**src/design/rdc_pkg.sv**
```systemverilog
// Shared widths and types for the radix digit converter.
`timescale 1ns / 1ps

package rdc_pkg;

  localparam int VALUE_W    = 31;
  localparam int RADIX_W    = 9;
  localparam int DIGIT_W    = 8;
  localparam int MAX_DIGITS = 32;
  localparam int DEPTH_W    = $clog2(MAX_DIGITS + 1);
  localparam int ADDR_W     = $clog2(MAX_DIGITS);

  localparam logic [RADIX_W-1:0] RADIX_RESET = RADIX_W'(10);
  localparam logic [RADIX_W-1:0] RADIX_MIN   = RADIX_W'(2);
  localparam logic [RADIX_W-1:0] RADIX_MAX   = RADIX_W'(256);

  typedef struct packed {
    logic               start;
    logic [VALUE_W-1:0] dividend;
    logic [RADIX_W-1:0] divisor;
  } div_req_t;

  typedef struct packed {
    logic               busy;
    logic               done;
    logic [VALUE_W-1:0] quotient;
    logic [DIGIT_W-1:0] remainder;
  } div_rsp_t;

endpackage

```
**src/design/rdc_ram.sv**
```systemverilog
// Generic single-port-write, single-port-read RAM with registered read data.
`timescale 1ns / 1ps

module rdc_ram #(
  parameter int WIDTH = 8,
  parameter int DEPTH = 32
) (
  input  logic                     clk,
  input  logic                     we,
  input  logic [$clog2(DEPTH)-1:0] waddr,
  input  logic [WIDTH-1:0]         wdata,
  input  logic                     re,
  input  logic [$clog2(DEPTH)-1:0] raddr,
  output logic [WIDTH-1:0]         rdata
);

  logic [WIDTH-1:0] mem [DEPTH];

  always_ff @(posedge clk) begin
    if (we) begin
      mem[waddr] <= wdata;
    end
    if (re) begin
      rdata <= mem[raddr];
    end
  end

endmodule

```
**src/design/rdc_divider.sv**
```systemverilog
// Iterative restoring divider: one quotient bit per cycle.
`timescale 1ns / 1ps

module rdc_divider
  import rdc_pkg::*;
(
  input  logic     clk,
  input  logic     rst_n,
  input  div_req_t req,
  output div_rsp_t rsp
);

  localparam int CNT_W = $clog2(VALUE_W);
  localparam logic [CNT_W-1:0] LAST_STEP = CNT_W'(VALUE_W - 1);

  logic               busy_r, busy_nxt;
  logic               done_r, done_nxt;
  logic [CNT_W-1:0]   cnt_r, cnt_nxt;
  logic [VALUE_W-1:0] quo_r, quo_nxt;
  logic [RADIX_W-1:0] rem_r, rem_nxt;
  logic [RADIX_W-1:0] dvs_r, dvs_nxt;
  logic [RADIX_W:0]   partial;
  logic               fits;

  // Bring down the next dividend bit and try a subtraction.
  assign partial = {rem_r, quo_r[VALUE_W-1]};
  assign fits    = partial >= {1'b0, dvs_r};

  always_comb begin
    busy_nxt = busy_r;
    done_nxt = 1'b0;
    cnt_nxt  = cnt_r;
    quo_nxt  = quo_r;
    rem_nxt  = rem_r;
    dvs_nxt  = dvs_r;
    if (req.start) begin
      busy_nxt = 1'b1;
      cnt_nxt  = '0;
      quo_nxt  = req.dividend;
      rem_nxt  = '0;
      dvs_nxt  = req.divisor;
    end else if (busy_r) begin
      rem_nxt = fits ? RADIX_W'(partial - {1'b0, dvs_r}) : partial[RADIX_W-1:0];
      quo_nxt = {quo_r[VALUE_W-2:0], fits};
      cnt_nxt = cnt_r + 1'b1;
      if (cnt_r == LAST_STEP) begin
        busy_nxt = 1'b0;
        done_nxt = 1'b1;
      end
    end
  end

  always_ff @(posedge clk) begin
    if (!rst_n) begin
      busy_r <= 1'b0;
      done_r <= 1'b0;
    end else begin
      busy_r <= busy_nxt;
      done_r <= done_nxt;
    end
    cnt_r <= cnt_nxt;
    quo_r <= quo_nxt;
    rem_r <= rem_nxt;
    dvs_r <= dvs_nxt;
  end

  // The remainder is below the divisor, which never exceeds 256.
  assign rsp.busy      = busy_r;
  assign rsp.done      = done_r;
  assign rsp.quotient  = quo_r;
  assign rsp.remainder = rem_r[DIGIT_W-1:0];

endmodule

```
**src/design/radix_digit_converter.sv**
```systemverilog
// Top level of the radix digit converter: control, digit stack and output register.
`timescale 1ns / 1ps

// The block takes one non-negative 31-bit word on the input channel and
// returns its digits in the configured radix on the output channel, one word
// per digit, most significant first, with last_digit high on the final one.
// A value of zero gives the single digit 0. The radix register is to be
// written through the cfg port only while the block is idle; the block itself
// does not enforce this. Values below two act as two and values above 256 act
// as 256. The value is divided repeatedly by the radix on a shared bit-serial
// divider, each remainder being pushed onto a digit stack held in a small RAM,
// and the stack is then popped to the output. Each digit takes one load of
// the divider and 31 quotient bits; the cycle in which a result is handed back
// also restarts the divider for the next digit. Digits are popped one at a
// time, each pop waiting for the RAM's registered read to land before the
// next is issued. A stalled receiver lengthens the pop phase. A new word is
// accepted once the stack has been emptied, even if the final digit is still
// waiting in the output register. Should more digits arise than the stack
// holds, the surplus high-order digits are dropped.

module radix_digit_converter
  import rdc_pkg::*;
(
  input  logic               clk,
  input  logic               rst_n,
  input  logic               in_valid,
  output logic               in_ready,
  input  logic [VALUE_W-1:0] in_value,
  output logic               out_valid,
  input  logic               out_ready,
  output logic [DIGIT_W-1:0] out_digit,
  output logic               out_last_digit,
  input  logic               cfg_valid,
  output logic               cfg_ready,
  input  logic [RADIX_W-1:0] cfg_radix
);

  localparam logic [1:0] S_IDLE = 2'd0;
  localparam logic [1:0] S_DIV  = 2'd1;
  localparam logic [1:0] S_POP  = 2'd2;

  logic [1:0]         state_r, state_nxt;
  logic [DEPTH_W-1:0] depth_r, depth_nxt;
  logic               rd_pend_r, rd_pend_nxt;
  logic               pend_last_r, pend_last_nxt;
  logic               out_valid_r, out_valid_nxt;
  logic [DIGIT_W-1:0] out_digit_r, out_digit_nxt;
  logic               out_last_r, out_last_nxt;
  logic [RADIX_W-1:0] radix_r, radix_nxt;

  logic [RADIX_W-1:0] eff_radix;
  div_req_t           div_req;
  div_rsp_t           div_rsp;

  logic               ram_we;
  logic [ADDR_W-1:0]  ram_waddr;
  logic               ram_re;
  logic [ADDR_W-1:0]  ram_raddr;
  logic [DIGIT_W-1:0] ram_rdata;
  logic [DEPTH_W-1:0] depth_dec;
  logic               out_free;

  // Clamp the radix into the range the divider and digit width support.
  always_comb begin
    if (radix_r < RADIX_MIN) begin
      eff_radix = RADIX_MIN;
    end else if (radix_r > RADIX_MAX) begin
      eff_radix = RADIX_MAX;
    end else begin
      eff_radix = radix_r;
    end
  end

  assign cfg_ready = 1'b1;
  assign in_ready  = (state_r == S_IDLE);
  assign depth_dec = depth_r - 1'b1;
  assign out_free  = !out_valid_r || out_ready;

  // A remainder is pushed whenever the divider finishes, unless the stack is full.
  assign ram_we    = (state_r == S_DIV) && div_rsp.done && (depth_r < DEPTH_W'(MAX_DIGITS));
  assign ram_waddr = depth_r[ADDR_W-1:0];
  // A pop is issued only when the output register will be free as the data lands.
  assign ram_re    = (state_r == S_POP) && (depth_r != '0) && !rd_pend_r && out_free;
  assign ram_raddr = depth_dec[ADDR_W-1:0];

  always_comb begin
    div_req.start    = 1'b0;
    div_req.dividend = in_value;
    div_req.divisor  = eff_radix;

    state_nxt     = state_r;
    depth_nxt     = depth_r;
    rd_pend_nxt   = ram_re;
    pend_last_nxt = pend_last_r;
    out_valid_nxt = out_valid_r && !out_ready;
    out_digit_nxt = out_digit_r;
    out_last_nxt  = out_last_r;
    radix_nxt     = (cfg_valid && cfg_ready) ? cfg_radix : radix_r;

    unique case (state_r)
      S_IDLE: begin
        if (in_valid) begin
          div_req.start = 1'b1;
          depth_nxt     = '0;
          state_nxt     = S_DIV;
        end
      end
      S_DIV: begin
        if (div_rsp.done) begin
          if (ram_we) begin
            depth_nxt = depth_r + 1'b1;
          end
          if (div_rsp.quotient == '0) begin
            state_nxt = S_POP;
          end else begin
            div_req.start    = 1'b1;
            div_req.dividend = div_rsp.quotient;
          end
        end
      end
      S_POP: begin
        if (ram_re) begin
          depth_nxt     = depth_dec;
          pend_last_nxt = (depth_dec == '0);
        end else if (depth_r == '0 && !rd_pend_r) begin
          state_nxt = S_IDLE;
        end
      end
      default: begin
        state_nxt = S_IDLE;
      end
    endcase

    if (rd_pend_r) begin
      out_valid_nxt = 1'b1;
      out_digit_nxt = ram_rdata;
      out_last_nxt  = pend_last_r;
    end
  end

  always_ff @(posedge clk) begin
    if (!rst_n) begin
      state_r     <= S_IDLE;
      depth_r     <= '0;
      rd_pend_r   <= 1'b0;
      out_valid_r <= 1'b0;
      radix_r     <= RADIX_RESET;
    end else begin
      state_r     <= state_nxt;
      depth_r     <= depth_nxt;
      rd_pend_r   <= rd_pend_nxt;
      out_valid_r <= out_valid_nxt;
      radix_r     <= radix_nxt;
    end
    pend_last_r <= pend_last_nxt;
    out_digit_r <= out_digit_nxt;
    out_last_r  <= out_last_nxt;
  end

  assign out_valid      = out_valid_r;
  assign out_digit      = out_digit_r;
  assign out_last_digit = out_last_r;

  rdc_divider u_divider (
    .clk   (clk),
    .rst_n (rst_n),
    .req   (div_req),
    .rsp   (div_rsp)
  );

  rdc_ram #(
    .WIDTH (DIGIT_W),
    .DEPTH (MAX_DIGITS)
  ) u_stack (
    .clk   (clk),
    .we    (ram_we),
    .waddr (ram_waddr),
    .wdata (div_rsp.remainder),
    .re    (ram_re),
    .raddr (ram_raddr),
    .rdata (ram_rdata)
  );

  // The stack never holds more digits than it has entries.
  a_depth_bound: assert property (@(posedge clk) disable iff (!rst_n)
    depth_r <= DEPTH_W'(MAX_DIGITS))
    else $error("digit stack depth exceeds its capacity");

  // A pending read always finds the output register empty.
  a_pend_out_free: assert property (@(posedge clk) disable iff (!rst_n)
    rd_pend_r |-> !out_valid_r)
    else $error("stack read lands on an occupied output register");

  // The divider is never restarted while still working.
  a_div_idle_start: assert property (@(posedge clk) disable iff (!rst_n)
    div_req.start |-> !div_rsp.busy)
    else $error("divider started while busy");

  // A new word is only taken with an empty stack and no read in flight.
  a_accept_empty: assert property (@(posedge clk) disable iff (!rst_n)
    (in_valid && in_ready) |-> (depth_r == '0 && !rd_pend_r))
    else $error("word accepted while digits remain");

endmodule

```
**config.mk**
```make
export PLATFORM = sky130hd
export DESIGN_NAME = radix_digit_converter
export DESIGN_NICKNAME = d
export VERILOG_FILES = /design/src/design/rdc_pkg.sv /design/src/design/rdc_ram.sv /design/src/design/rdc_divider.sv /design/src/design/radix_digit_converter.sv
export SDC_FILE = /design/constraint.sdc
export NUM_CORES = 1
export LEC_CHECK = 0
export BUFFER_PORTS_ARGS = -buffer_cell sky130_fd_sc_hd__buf_2
export CORE_UTILIZATION = 45
export DETAILED_ROUTE_END_ITERATION = 10
export PLACE_DENSITY = 0.61
export SLEW_MARGIN = 20
export SYNTH_ARGS = -nofsm -noshare
export SYNTH_HDL_FRONTEND = slang
export SYNTH_SLANG_ARGS = --single-unit
```
**constraint.sdc**
```tcl
create_clock -name clk -period 7.5 [get_ports clk]
set_clock_uncertainty 0.1 [all_clocks]
set_input_delay 1.125 -clock clk [delete_from_list [all_inputs] [get_ports clk]]
set_output_delay 1.125 -clock clk [all_outputs]
set_load 0.01 [all_outputs]
```
# ---- Word level (Yosys, flattened, before mapping)
# Memories as Yosys holds them, arrays and structs flattened. A register that Yosys moved wholly into a read port is not among the register bits.
# Index checks and enable logic that the tools add are counted.
# W data, S select, Z words.
dict set report word_totals {
  reg_bits 85
  mem_bits_rw 256
  in_bits 45
  output_inout_bits 12
  wordCells 88
  n_memories 1
}
dict set report op_classes {
  add_sub_neg 4
  order_cmp 4
  eq_ne 11
  n_mux 27
  bitwise 2
  n_reduce_logical 24
}
# name words width read_ports rd_clocked_by_memory_dff write_ports line_no
set mem_list {}
lappend mem_list {u_stack.mem 32 8 1 1 1 rdc_ram.sv:17} ;# logic [WIDTH-1:0] mem [DEPTH];
# op n
set ops {}
lappend ops {{$mux W31} 3}
lappend ops {{$mux W32} 2}
lappend ops {{$logic_not A31 Y1} 1}
lappend ops {{$mux W6} 4}
lappend ops {{$mux W9} 2}
lappend ops {{$pmux W6 S3} 1}
lappend ops {{$logic_not A6 Y1} 2}
lappend ops {{$ge A10 B9 Y1} 1}
lappend ops {{$mux W2} 5}
lappend ops {{$reduce_and A5 Y1} 2}
lappend ops {{$gt A9 B9 Y1 const B} 1}
lappend ops {{$lt A9 B2 Y1 const B} 1}
lappend ops {{$sub A9 B9 Y9} 1}
lappend ops {{$mux W1} 8}
lappend ops {{$ne A2 B2 Y1 const B} 4}
lappend ops {{$logic_and A1 B1 Y1} 7}
lappend ops {{$add A6 B1 Y6 const B} 1}
lappend ops {{$lt A6 B6 Y1 const B} 1}
lappend ops {{$ne A2 B1 Y1 const B} 3}
lappend ops {{$pmux W2 S3} 1}
lappend ops {{$reduce_bool A6 Y1} 1}
lappend ops {{$sub A6 B1 Y6 const B} 1}
lappend ops {{$add A5 B1 Y5 const B} 1}
lappend ops {{$eq A5 B5 Y1 const B} 1}
lappend ops {{13 further kinds} 17}

# ---- Longest topological paths before layout
# Gate-level depths: netlist of the first run.
dict set report depth {
  depth_word 6
  depth_mapped 11
  mapped_depth_nobuf 9
}

# ---- Cells and area by module
# From an unflattened synthesis of the first run, not the netlist that was laid out.
dict set report hier_totals {
  hier_cells 849
  area_unflattened_um2 14983.1
}
# mod instances cells_each area_per_inst_um2 seq_area_each_um2
set modules_own_cells {}
lappend modules_own_cells {rdc_ram 1 417 10133.5 7927.6}
lappend modules_own_cells {rdc_divider 1 217 2793.9 1521.5}
lappend modules_own_cells {radix_digit_converter 1 215 2055.7 680.7}

# ---- Worst setup path before layout of the first run
# Ideal clock, no wire load.
dict set report synth_path {
  path_kind {input to register}
  start {in in_valid}
  end {reg u_divider.quo_r[0], enable pin}
  setup_time_ns 0.430
  t_arrival_ns 3.010
  required_time_ns 6.970
  path_slack_ns 3.960
  stages 3
  n_path_buf 1
  path_cell_list {nand2_1 clkbuf_1 a21oi_1}
}
dict set report synth_via {
  elab_chain_cells 4
  word_cells_on_any_way 5
  classes_between {eq/ne (1); mux (2); reduce/logical (2)}
}
# item line_no
set synth_lines {}
lappend synth_lines {{from (decl)} radix_digit_converter.sv:26} ;# input logic in_valid,
lappend synth_lines {{$mux W1 (*)} radix_digit_converter.sv:102} ;# if (in_valid) begin
lappend synth_lines {{$pmux W1 S2 (*)} radix_digit_converter.sv:100} ;# unique case (state_r)
lappend synth_lines {{$ne A4 B4 Y1 (no line) or $reduce_bool A2 Y1 (tied branches)} -}
lappend synth_lines {{$reduce_and A2 Y1 (no line) (*)} -}
lappend synth_lines {{to (signal assigned)} rdc_divider.sv:62} ;# quo_r <= quo_nxt;
lappend synth_lines {{to (decl)} rdc_divider.sv:19} ;# logic [VALUE_W-1:0] quo_r, quo_nxt;
# Every way passes the cells marked *; elsewhere a longest branch is shown, timed or not.
# A chain may end at the register's enable or synchronous reset.

# ---- Worst setup path in the final report of the first run
dict set report layout_path {
  start {reg depth_r[0]}
  end {reg u_stack.rdata[6] (read register of u_stack.mem) (data pin)}
}
dict set report layout_via {
  elab_chain_cells 4
  word_cells_on_any_way 5
  classes_between {add/sub (1); reduce/logical (4)}
}
# item line_no
set layout_lines {}
lappend layout_lines {{from (decl)} radix_digit_converter.sv:43} ;# logic [DEPTH_W-1:0] depth_r, depth_nxt;
lappend layout_lines {{from (signal assigned)} radix_digit_converter.sv:150} ;# depth_r <= depth_nxt;
lappend layout_lines {{parallel branches: the longest is 4 deep, another holds $sub A6 B1 Y6} -}
lappend layout_lines {{to (decl)} rdc_ram.sv:14} ;# output logic [WIDTH-1:0] rdata
# Several ways; the timed one is not identified.

==> results_dict.tcl, run 1 <==
set metrics [dict create \
    netlist_area_um2 14500 \
    slew_headroom_pct 27.3 \
    synth_flop_cell "edfxtp_1" \
    yosys.area.top_type_share_pct 64.9 \
    routed-via-count 7814 \
    wire_per_inst_um 21.5 \
    hold_viol 0 \
    tritoncts "built" \
    crit_required_ns 7.68 \
    p_per_area_nw_per_um2 301 \
    setup_violations 0 \
    drtIter0Drc 675 \
    path_max_fanout 36 \
    layout.nets 1033 \
    ys_ff_latch 349 \
    grt_max_degree 40 \
    viasPerCell 5.60 \
    ys_types 59 \
    ios 57 \
    cellLeakagePower_uw 0.00546 \
    initial_utilization_pct 45.9 \
    status "finished clean" \
    die_x_um 182 \
    path_class "reg2reg" \
    timing.fmax_mhz 249 \
    cts_resized 0 \
    async_flop_share_pct 0 \
    cts_buffers 37 \
    grt_pass1_vias 7944 \
    hp-class "reg2reg" \
    portBuffers 55 \
    clk_pin_slew_ns 0.06 \
    fillers 2605 \
    routabilityCongestion 0.767 \
    regToRegStartpoint "depth_r[0]" \
    fin_crit_sh_pct 53.6 \
    finalCriticalPeriod_ns 4.02 \
    hold_ws_ns 0.318 \
    grt_first_pass_wirelength_mm 46.8 \
    ys_warn_count 0 \
    area_delta_synth_final_pct 12.7 \
    diodes 0 \
    yosysTopAreaCell "edfxtp_1" \
    slew_violations 0 \
    drt_wl_total_mm 30.0 \
    drive_gt1_share_pct 20.9 \
    postCtsSetupBuffers 0 \
    worstMarginPinSlew_ns 1.09 \
    synthTopCellsByArea "edfxtp_1 65%, mux4_2 11%, dfxtp_1 4.8%" \
    track_usage_pct 18.8 \
    cts_buffer_depth 3 \
    peakVddDrop_uv 162 \
    antenna_found_initial 1 \
    root_buffer "clkbuf_16" \
    coreArea_um2 31600 \
    critPathLaunchType "flop" \
    maxCapViolations 0 \
    dp_hpwl_mm 18.2 \
    num_rows 65 \
    die_y_um 182 \
    ys_seq_area_share_pct 69.7 \
    postRouteAntennaNets 0 \
    htreeDepth 2 \
    worstSetupEndpointType "flop" \
    cts_hold_buf 0 \
    drc 0 \
    finalPower_uw 4930 \
    worstSetupStartpoint "depth_r[0]" \
    overflow 0 \
    clock_latency_ns 0.53 \
    dr.pass1.iters 5 \
    arrival_ns 4.20 \
    hold_start "u_stack.rdata[3]" \
    dieArea_um2 33000 \
    clkSinkCount 349 \
    synth_area_per_cell_um2 16.0 \
    synth_edf_count 314 \
    rsz0062_at_grt "false" \
    fin_tns_setup_ns 0 \
    synth_nets 973 \
    syn_inst 906 \
]
[power breakdown]
| part | total (uW) | internal, uW | switching (uW) |
|---|---|---|---|
| Clock | 1780 | 1040 | 732 |
| Combinational | 722 | 263 | 460 |
| Sequential | 2430 | 2370 | 63.4 |
| Total | 4930 | 3680 | 1250 |
[metal layers]
layer / part of all wire (%) / global-route usage [%] / up-vias
met5: 0.043 / 0 / -
met4: 2.2 / 5.73 / 2
met3: 5.5 / 3.11 / 48
met2: 48 / 30.5 / 253
met1: 44 / 26.1 / 3914
li1: - / - / 3597
[flip-flops by register name, indices dropped and copies added, names as in the netlist]
name	cells
u_stack.mem	256
u_divider.quo_r	31
radix_r	9
u_divider.dvs_r	9
u_divider.rem_r	9
out_digit	8
u_stack.rdata	8
depth_r	6
u_divider.cnt_r	5
state_r	2
out_last_digit	1
out_valid	1
pend_last_r	1
rd_pend_r	1
u_divider.busy_r	1
u_divider.done_r	1
[path summary, 6_finish.rpt]
path | slack, ns | endpoint | cells past startpoint
hold / removal | 0.32 | out_digit[3] | 0
hold reg to reg | 0.32 | out_digit[3] | 0
setup / recovery | 3.48 | u_stack.rdata[6] | 6
setup reg to reg | 3.48 | u_stack.rdata[6] | 6
[final cells by class]
cell class                      count  area, um^2  share of cell area (%)
Inverter                           28         105                   0.642
Sequential cell                   349       10100                    61.9
Clock buffer                       45         987                    6.03
Tap cell                          402         503                    3.07
Clock inverter                     21         198                    1.21
Timing Repair Buffer               69         380                    2.32
Multi-Input combinational cell    481        4070                    24.9
[logic make-up after synthesis]
family | after synthesis | share of synthesized area, %
buf+inv | 76 | 2.43
compound gates | 122 | 5.06
other cells | 1 | 0.0258
simple gates | 229 | 7.26
xor+xnor | 18 | 1.21
mux | 89 | 12.3
flops | 349 | 69.7
fa+ha+maj | 22 | 1.95
[cells in the mapped netlist (2+ instances only)]
library cell / instances
a211oi_1: 3
a21boi_1: 2
a21o_1: 2
a21oi_1: 63
a22oi_1: 3
a31oi_1: 2
and2_1: 2
buf_2: 6
buf_4: 4
buf_6: 6
clkbuf_1: 31
dfxtp_1: 35
edfxtp_1: 314
ha_1: 21
inv_1: 27
mux2i_1: 16
mux4_2: 72
nand2_1: 98
nand2b_1: 3
nand3_1: 6
nand3b_1: 5
nand4_1: 5
nor2_1: 54
nor2b_1: 21
nor3_1: 12
nor4_1: 9
o211ai_1: 3
o21a_1: 2
o21ai_0: 20
o22a_1: 8
o22ai_1: 2
or3_1: 6
or3b_2: 2
xnor2_1: 8
xor2_1: 9
[critical path, cell delays in order (launching register included)]
cell and delay (ns):
dfxtp_4 0.82, inv_1 0.22, ha_2 0.90, buf_4 0.61
mux4_2 0.41, mux4_2 0.49, o22a_1 0.21
[metrics by stage]
step / instance area [um^2] / util [%] / setup WS, ns / std cells
final: 16400 / 51.8 / 3.48 / 1395
after global routing: 16400 / 51.8 / 3.23 / 1395
after CTS: 16400 / 51.8 / 3.38 / 1395
after detailed placement: 15200 / 48.0 / 3.38 / 1329
after global placement: 15200 / 48.0 / 3.44 / 1329
after floorplan: 14500 / - / 3.96 / 906
[cells in the final DEF, fill, tap and decap left out, types with 14 or more instances in the layout]
cell type and n:
nand2_1 98, nor2b_1 21, dfxtp_1 34, mux2i_1 16, inv_1 27, nor2_1 53, mux4_2 72, o21ai_0 20
edfxtp_1 314, a21oi_1 62, ha_1 20, clkbuf_16 38, buf_2 55, buf_4 14
Note: power is estimated with default switching activity, not from simulation.
==> run 2, diff against run 1 <==
--- a/config.mk
+++ b/config.mk
@@ -8,7 +8,7 @@
 export BUFFER_PORTS_ARGS = -buffer_cell sky130_fd_sc_hd__buf_2
 export CORE_UTILIZATION = 45
 export DETAILED_ROUTE_END_ITERATION = 10
-export PLACE_DENSITY = 0.61
+export PLACE_DENSITY = 0.63
 export SLEW_MARGIN = 20
 export SYNTH_ARGS = -nofsm -noshare
 export SYNTH_HDL_FRONTEND = slang
==> constraint.sdc (replaced) <==
create_clock -name clk -period 3.4 [get_ports clk]
set_clock_uncertainty 0.1 [all_clocks]
set_input_delay 0.51 -clock clk [delete_from_list [all_inputs] [get_ports clk]]
set_output_delay 0.51 -clock clk [all_outputs]
set_load 0.01 [all_outputs]
==> results_dict.tcl, run 2 (synthesis gave the netlist of run 1 again) <==
set metrics [dict create \
    status "finished clean" \
    die_x_um 182 \
    ios 57 \
    top_regs "u_stack.mem (256), u_divider.quo_r (31)" \
    slew_violations 0 \
    routabilityCongestion 0.815 \
    root_buffer "clkbuf_16" \
    postRouteAntennaNets 0 \
    arrival_ns 3.02 \
    post-place-ws_ns 0.519 \
    diodes 0 \
    worstMarginPinSlew_ns 0.802 \
    placed_cells 1380 \
    clock_latency_ns 0.54 \
    path_max_fanout 22 \
    path_class "reg2reg" \
    routed-via-count 8076 \
    clk_pin_slew_ns 0.06 \
    grt_max_degree 38 \
    hold_viol 0 \
    fin_ws_ns 0.559 \
    min_path_cells 3 \
    cts_buffer_depth 3 \
    rr_worst_depth 6 \
    drive_gt1_share_pct 24.5 \
    final_common_cell "edfxtp_1" \
    hold_ws_ns 0.0979 \
    pwr-share-clk_pct 35.4 \
    p_seq_share_pct 49.5 \
    die_y_um 182 \
    fin_tns_setup_ns 0 \
    postCtsSetupBuffers 0 \
    grt_first_pass_wirelength_mm 48.4 \
    p_int_uw 8040 \
    fin_crit_sh_pct 83.6 \
    overflow 0 \
    layout.nets 1084 \
    rsz0062_at_grt "false" \
    drtIter0Drc 730 \
    crit_required_ns 3.58 \
    switchingPower_uw 2780 \
    dieArea_um2 33000 \
    area_delta_synth_final_pct 15.2 \
    setup_violations 0 \
    critPathLaunchType "flop" \
    drt_wl_total_mm 31.3 \
    fin_cells 1445 \
    finalCriticalPeriod_ns 2.84 \
    dp_hpwl_mm 19.8 \
    pwr-share-comb_pct 15.1 \
    finalPower_uw 10800 \
    initial_utilization_pct 45.9 \
    netSwitchingFraction_pct 25.7 \
    cts_buffers 37 \
    viasPerCell 5.59 \
    wire_per_inst_um 21.7 \
    p_per_area_nw_per_um2 647 \
    worstSetupEndpointType "flop" \
    htreeDepth 2 \
    clkSinkCount 349 \
    num_rows 65 \
    largest-register "u_stack.mem" \
    cts_hold_buf 0 \
    grt_pass1_vias 8303 \
    tritoncts "built" \
    dr.pass1.iters 5 \
    track_usage_pct 19.6 \
    timing.fmax_mhz 352 \
    slew_headroom_pct 46.2 \
    hp-class "in2reg" \
    largest_reg_flops 256 \
    portBuffers 55 \
    drc 0 \
    maxCapViolations 0 \
    antenna_found_initial 0 \
    peakVddDrop_uv 368 \
    cellLeakagePower_uw 0.00572 \
    cts_resized 0 \
    mostFrequentLayoutCells "314 x edfxtp_1, 98 x nand2_1, 72 x mux4_2" \
    coreArea_um2 31600 \
]
==> run 2: metrics by stage <==
stage                     instance area [um^2]  util (%)
final                                    16700      52.9
after floorplan                          14500         -
after CTS                                16700      52.9
after global routing                     16700      52.9
after detailed placement                 15600      49.3
after global placement                   15600      49.3
==> run 2: power groups by stage <==
stage               Clock, uW  Combinational (uW)  Sequential [uW]
detailed placement          0                1640             5450
global route             4070                1830             5380
finish                   3840                1640             5350
global placement            0                1620             5440
CTS                      3910                1650             5360
floorplan                   0                 974             5560
==> run 2: area by class of cell <==
class / instances / area (um^2)
Fill cell: 2564 / 14900
Sequential cell: 349 / 10100
Multi-Input combinational cell: 481 / 4060
Clock buffer: 45 / 977
Timing Repair Buffer: 120 / 788
Tap cell: 402 / 503
Clock inverter: 20 / 170
Inverter: 28 / 105
==> run 2: path summary, 6_finish.rpt <==
kind / endpoint / from / slack [ns]
setup / recovery: u_stack.rdata[5] / depth_r[0] / 0.56
hold / removal: radix_r[3] / cfg_radix[3] / 0.1
setup reg to reg: u_stack.rdata[5] / depth_r[0] / 0.56
hold reg to reg: out_digit[3] / u_stack.rdata[3] / 0.33
==> run 2: critical path: stages, from the launching register on <==
cell and delay (ns):
dfxtp_4 0.58, inv_1 0.16, ha_2 0.38, buf_4 0.34, mux4_2 0.36, mux4_2 0.46
o22a_1 0.20
==> run 2: per-layer routing <==
layer / global-route usage, % / part of all wire (%) / up-vias
met3: 3.07 / 6.1 / 41
met1: 26.9 / 43 / 4045
met5: 0 / 0 / -
met2: 32.3 / 48 / 291
li1: - / - / 3699
met4: 5.93 / 2.2 / 0
